[config.mk]
export PLATFORM = sky130hd
export DESIGN_NAME = idab_ram
export DESIGN_NICKNAME = d
export VERILOG_FILES = /design/src/sv/idab_ram.sv
export SDC_FILE = /design/constraint.sdc
export NUM_CORES = 1
export LEC_CHECK = 0
export BUFFER_PORTS_ARGS = -buffer_cell sky130_fd_sc_hd__buf_2
export CAP_MARGIN = 20
export CORE_MARGIN = 10
export CORE_UTILIZATION = 65
export CTS_CLUSTER_DIAMETER = 80
export DETAILED_ROUTE_END_ITERATION = 10
export PLACE_DENSITY = 0.81
export SLEW_MARGIN = 20
export SYNTH_ARGS = -nofsm -noshare
export SYNTH_HDL_FRONTEND = slang
export SYNTH_SLANG_ARGS = --single-unit
export TNS_END_PERCENT = 1
[constraint.sdc]
create_clock -name clk -period 4 [get_ports clk]
set_input_delay 0.2 -clock clk [delete_from_list [all_inputs] [get_ports clk]]
set_output_delay 0.2 -clock clk [all_outputs]
set_load 0.005 [all_outputs]
[src/sv/idab_ram.sv]
`default_nettype none
// ----------------------------------------------------------------------------
// idab_ram
// Simple dual-port synchronous RAM, one write and one registered read port.
// ----------------------------------------------------------------------------
module idab_ram #(
  parameter int W = 16,
  parameter int D = 16
) (
  input  wire logic                 clk,
  input  wire logic                 we,
  input  wire logic [$clog2(D)-1:0] waddr,
  input  wire logic [W-1:0]         wdata,
  input  wire logic [$clog2(D)-1:0] raddr,
  output logic      [W-1:0]         rdata
);

  logic [W-1:0] mem [D];

  always_ff @(posedge clk) begin
    if (we) begin
      mem[waddr] <= wdata;
    end
  end

  always_ff @(posedge clk) begin
    rdata <= mem[raddr];
  end

endmodule
`default_nettype wire

=== After elaboration in Yosys (flattened, before gate mapping) ===
Memory sizes are Yosys's and may differ from the RTL's. A register that Yosys moved wholly into a read port is not among the register bits.
Cells that the tools add are included.

* Bits of input ports: 26
* RAM bits: 256
* Bits in registers: 0
* Memories: 1

{| class="wikitable"
|+ Memory list
! name !! words !! bits a word !! read ports !! clocked after Yosys merged registers in !! wr ports !! RTL line !! source
|-
| mem || 16 || 16 || 1 || 1 || 1 || 18 || <nowiki>logic [W-1:0] mem [D];</nowiki>
|}

* Multiplexer cells: 2

{| class="wikitable"
|+ Operators with widths
! kind !! count
|-
| $mux W1 || 2
|}

=== Depth between registers and ports, before layout ===
* Depth in word-level cells: 2
* Depth in mapped cells: 5
* Depth with buffers taken out: 3

=== Worst setup path before layout ===
Ideal clock, no wire load.

* Kind: input -> register
* From: in waddr[2]
* To: mem mem[0][0] (enable)
* Data required time: 3,591 ps
* Data arrival time: 1,846 ps
* Cell stages on the path: 2
* Path buffers: 0
* Library setup time: 409 ps
* Slack: 1,745 ps
* Cells stage by stage: or3b_2 nor3_1

{| class="wikitable"
|+ RTL lines
! element !! RTL line !! source
|-
| start: declaration || 12 || <nowiki>input wire logic [$clog2(D)-1:0] waddr,</nowiki>
|-
| end: declaration || 18 ||
|}

No word-level cell before the write port.

==> flow_metrics.env <==
export IMPL_wire_per_inst_um=30.47
export IMPL_max_freq_mhz=557.6
export IMPL_yosysUniqueCellTypes=19
export IMPL_grt_pass1_wl_mm=32.46
export IMPL_drive_above_1_share_pct=34.03
export IMPL_cap_viol_max_count=0
export IMPL_vdd_drop_max_uv=361.0
export IMPL_drc_errors=0
export IMPL_clk_path_buf_depth=3
export IMPL_rows=45
export IMPL_setup_viol=0
export IMPL_worstPathArrival_ps=2190
export IMPL_routed_wirelength_mm=21.70
export IMPL_post_cts_resized=0
export IMPL_dr_wl_met3_mm=1.884
export IMPL_fin_nets=529
export IMPL_synth_area_mm2=0.01004
export IMPL_cts_sinks=272
export IMPL_vias_per_cell=6.810
export IMPL_h_tree_depth=1
export IMPL_syn_nets=458
export IMPL_ant_nets=0
export IMPL_crit_type="input port to flip-flop"
export IMPL_track_usage_pct=21.63
export IMPL_fin_crit_sh_pct=44.83
export IMPL_numCtsBuffers=26
export IMPL_syn2layout_area_growth_pct=14.15
export IMPL_synth_avg_cell_area_um2=23.25
export IMPL_leakage_uw=0.003762
export IMPL_die_y_um=144.3
export IMPL_finalPower_uw=5946
export IMPL_grt_overflow_total=0
export IMPL_dr_max_layer_used="met4"
export IMPL_fin_skew_ps=12.86
export IMPL_worstSetupStartpointType="input port"
export IMPL_finalSetupTns_ps=0
export IMPL_worstSkewPairLatency_ps=520
export IMPL_finalCriticalPeriod_ps=1793
export IMPL_gp_congestion=0.7675
export IMPL_tightest_slew_ps=1087
export IMPL_start_util_pct=66.31
export IMPL_synthMuxAreaShare_pct=14.73
export IMPL_slew_violations=0
export IMPL_yosys_area_share_simple_pct=1.919
export IMPL_drt_iter0_drc=466
export IMPL_core_area_mm2=0.01515
export IMPL_fp_dieW_um=144.3
export IMPL_synth_xor_area_share_pct=0
export IMPL_synth_top_family_by_area="multiplexers"
export IMPL_ys_seq_elements=272
export IMPL_vias=4849
export IMPL_cp_max_fo=47
export IMPL_required_ps=4390
export IMPL_utilization_pct=75.70
export IMPL_pwr_density_cell_mw_per_mm2=518.6
export IMPL_met2_length_mm=11.12
export IMPL_critPathCapture="rdata[1]$_DFF_P_"
export IMPL_io_pins=42
export IMPL_yosys_area_share_adder_pct=0
export IMPL_portBuffers=41
export IMPL_syn_inst=432
export IMPL_hold_viol=0
export IMPL_grt_max_degree=48
export IMPL_reg2reg_to="rdata[4]$_DFF_P_"
export IMPL_antenna_found_initial=0
export IMPL_firstDrtPassIters=7
export IMPL_holdBufCountCts=0
export IMPL_outcome="finished, final reports clean"
export IMPL_met1_length_mm=8.010
export IMPL_nFillCells=775
export IMPL_yosysWarnings=0
export IMPL_ff2ff_setup_slack_ps=2600
export IMPL_hold_path_class="input port to flip-flop"
export IMPL_dieArea_mm2=0.02082
export IMPL_synth_compound_area_share_pct=2.392
export IMPL_dp_hpwl_mm=10.98
export IMPL_post_cts_buffers=0
export IMPL_grt_pass1_vias=5075
export IMPL_cts_tree="done"
export IMPL_clkTransAtPathRegs_ps=60
export IMPL_reg2regPathDepth=3
export IMPL_rsz0062_at_grt="no"
export IMPL_reg2reg_from="mem[1][4]$_DFFE_PP_"
export IMPL_max_slew_margin_pct=27.51
export IMPL_crit_start="raddr[0]"
export IMPL_endpoint_kind="flip-flop"
export IMPL_synth_seq_area_share_pct=79.73
export IMPL_root_buffer="clkbuf_16"
-- worst max-delay path, stage by stage --
cell,delay (ps)
buf_4,690
buf_4,370
mux4_1,610
a22oi_1,220
nand2_1,80
-- power breakdown --
part	internal (µW)	switching (µW)	total, µW	leakage (µW)
logic	117	162	279	0.000909
registers	3190	20.7	3210	0.00245
clock network	1430	1030	2460	0.000406
-- per-stage QoR --
| step | hold WS (ps) | std cells | setup WS [ps] | cell area (µm²) |
|---|---|---|---|---|
| 6_report | 42.14 | 712 | 2207 | 11460 |
| 5_1_grt | 47.38 | 711 | 2057 | 11460 |
| 4_1_cts | 34.20 | 711 | 2163 | 11460 |
| 3_5_place_dp | 573.4 | 663 | 1618 | 10590 |
| 3_3_place_gp | 551.9 | 663 | 1734 | 10590 |
| 2_1_floorplan | 298.9 | 432 | 1745 | 10040 |
-- sequential cells by signal, summed over array words and instances, names as in the netlist --
| signal | cells |
|---|---|
| rdata | 16 |
| mem | 256 |
-- cell usage in the layout, fill, tap and decap left out --
master / count
nand2b_1: 2
edfxtp_1: 256
nor2b_1: 2
clkinvlp_4: 7
clkbuf_1: 3
a22oi_1: 32
nor2_4: 2
diode_2: 1
mux4_2: 54
nand3b_1: 2
clkinv_1: 2
buf_4: 24
clkbuf_16: 27
bufinv_16: 3
nor2_2: 10
or3b_2: 1
clkinv_2: 6
nor2_1: 1
and2_1: 1
buf_2: 40
nand2_1: 17
mux4_1: 10
nor3_2: 4
dfxtp_1: 16
nand3_1: 1
-- metal layers --
metal / global-route usage (%) / vias to the layer above
met5: 0 / -
met2: 35.93 / 288
met4: 8.351 / 0
met3: 4.264 / 54
li1: - / 1983
met1: 27.81 / 2524
-- cells by family (layout without fill, tap and decap cells) --
kind of cell / count (synthesis) / in the layout
other: 0 / 1
and+or+nand+nor: 43 / 43
AOI/OAI and AO/OA: 32 / 32
muxes: 64 / 64
DFF: 272 / 272
buffers and inverters: 21 / 112
-- cell usage after synthesis (all sizes together) --
| cell type | number | share of area [%] |
|---|---|---|
| edfxtp | 256 | 77 |
| mux4 | 64 | 15 |
| a22oi | 32 | 2.4 |
| nand2 | 17 | 0.64 |
| dfxtp | 16 | 3.2 |
| buf | 13 | 0.93 |
| nor2 | 13 | 0.49 |
| clkbuf | 8 | 0.30 |
| nor3 | 4 | 0.20 |
| nand2b | 2 | 0.12 |
| nand3b | 2 | 0.15 |
| nor2b | 2 | 0.12 |
| and2 | 1 | 0.062 |
| nand3 | 1 | 0.050 |
| or3b | 1 | 0.087 |
-- worst min path at each step --
stage | from | to | slack [ps] | depth (start not counted)
after floorplan | wdata[0] | mem[0][0]$_DFFE_PP_ | 300 | 0
after global placement | wdata[6] | mem[14][6]$_DFFE_PP_ | 550 | 1
after detailed placement | wdata[6] | mem[10][6]$_DFFE_PP_ | 570 | 1
after CTS | wdata[6] | mem[0][6]$_DFFE_PP_ | 30 | 1
after global routing | wdata[14] | mem[10][14]$_DFFE_PP_ | 50 | 1
final | wdata[6] | mem[9][6]$_DFFE_PP_ | 40 | 1
-- cell type report --
type                    count  area, µm²  share of cell area [%]
clock buffers              30      686.9                   5.992
multi-input cells         139       1972                   17.20
diodes                      1      2.502                 0.02183
clock inverters            18      180.2                   1.572
well taps                 188      235.2                   2.052
repair buffers             64      380.4                   3.318
flip-flops and latches    272       8008                   69.85
Note: power is estimated with default switching activity, not from simulation.
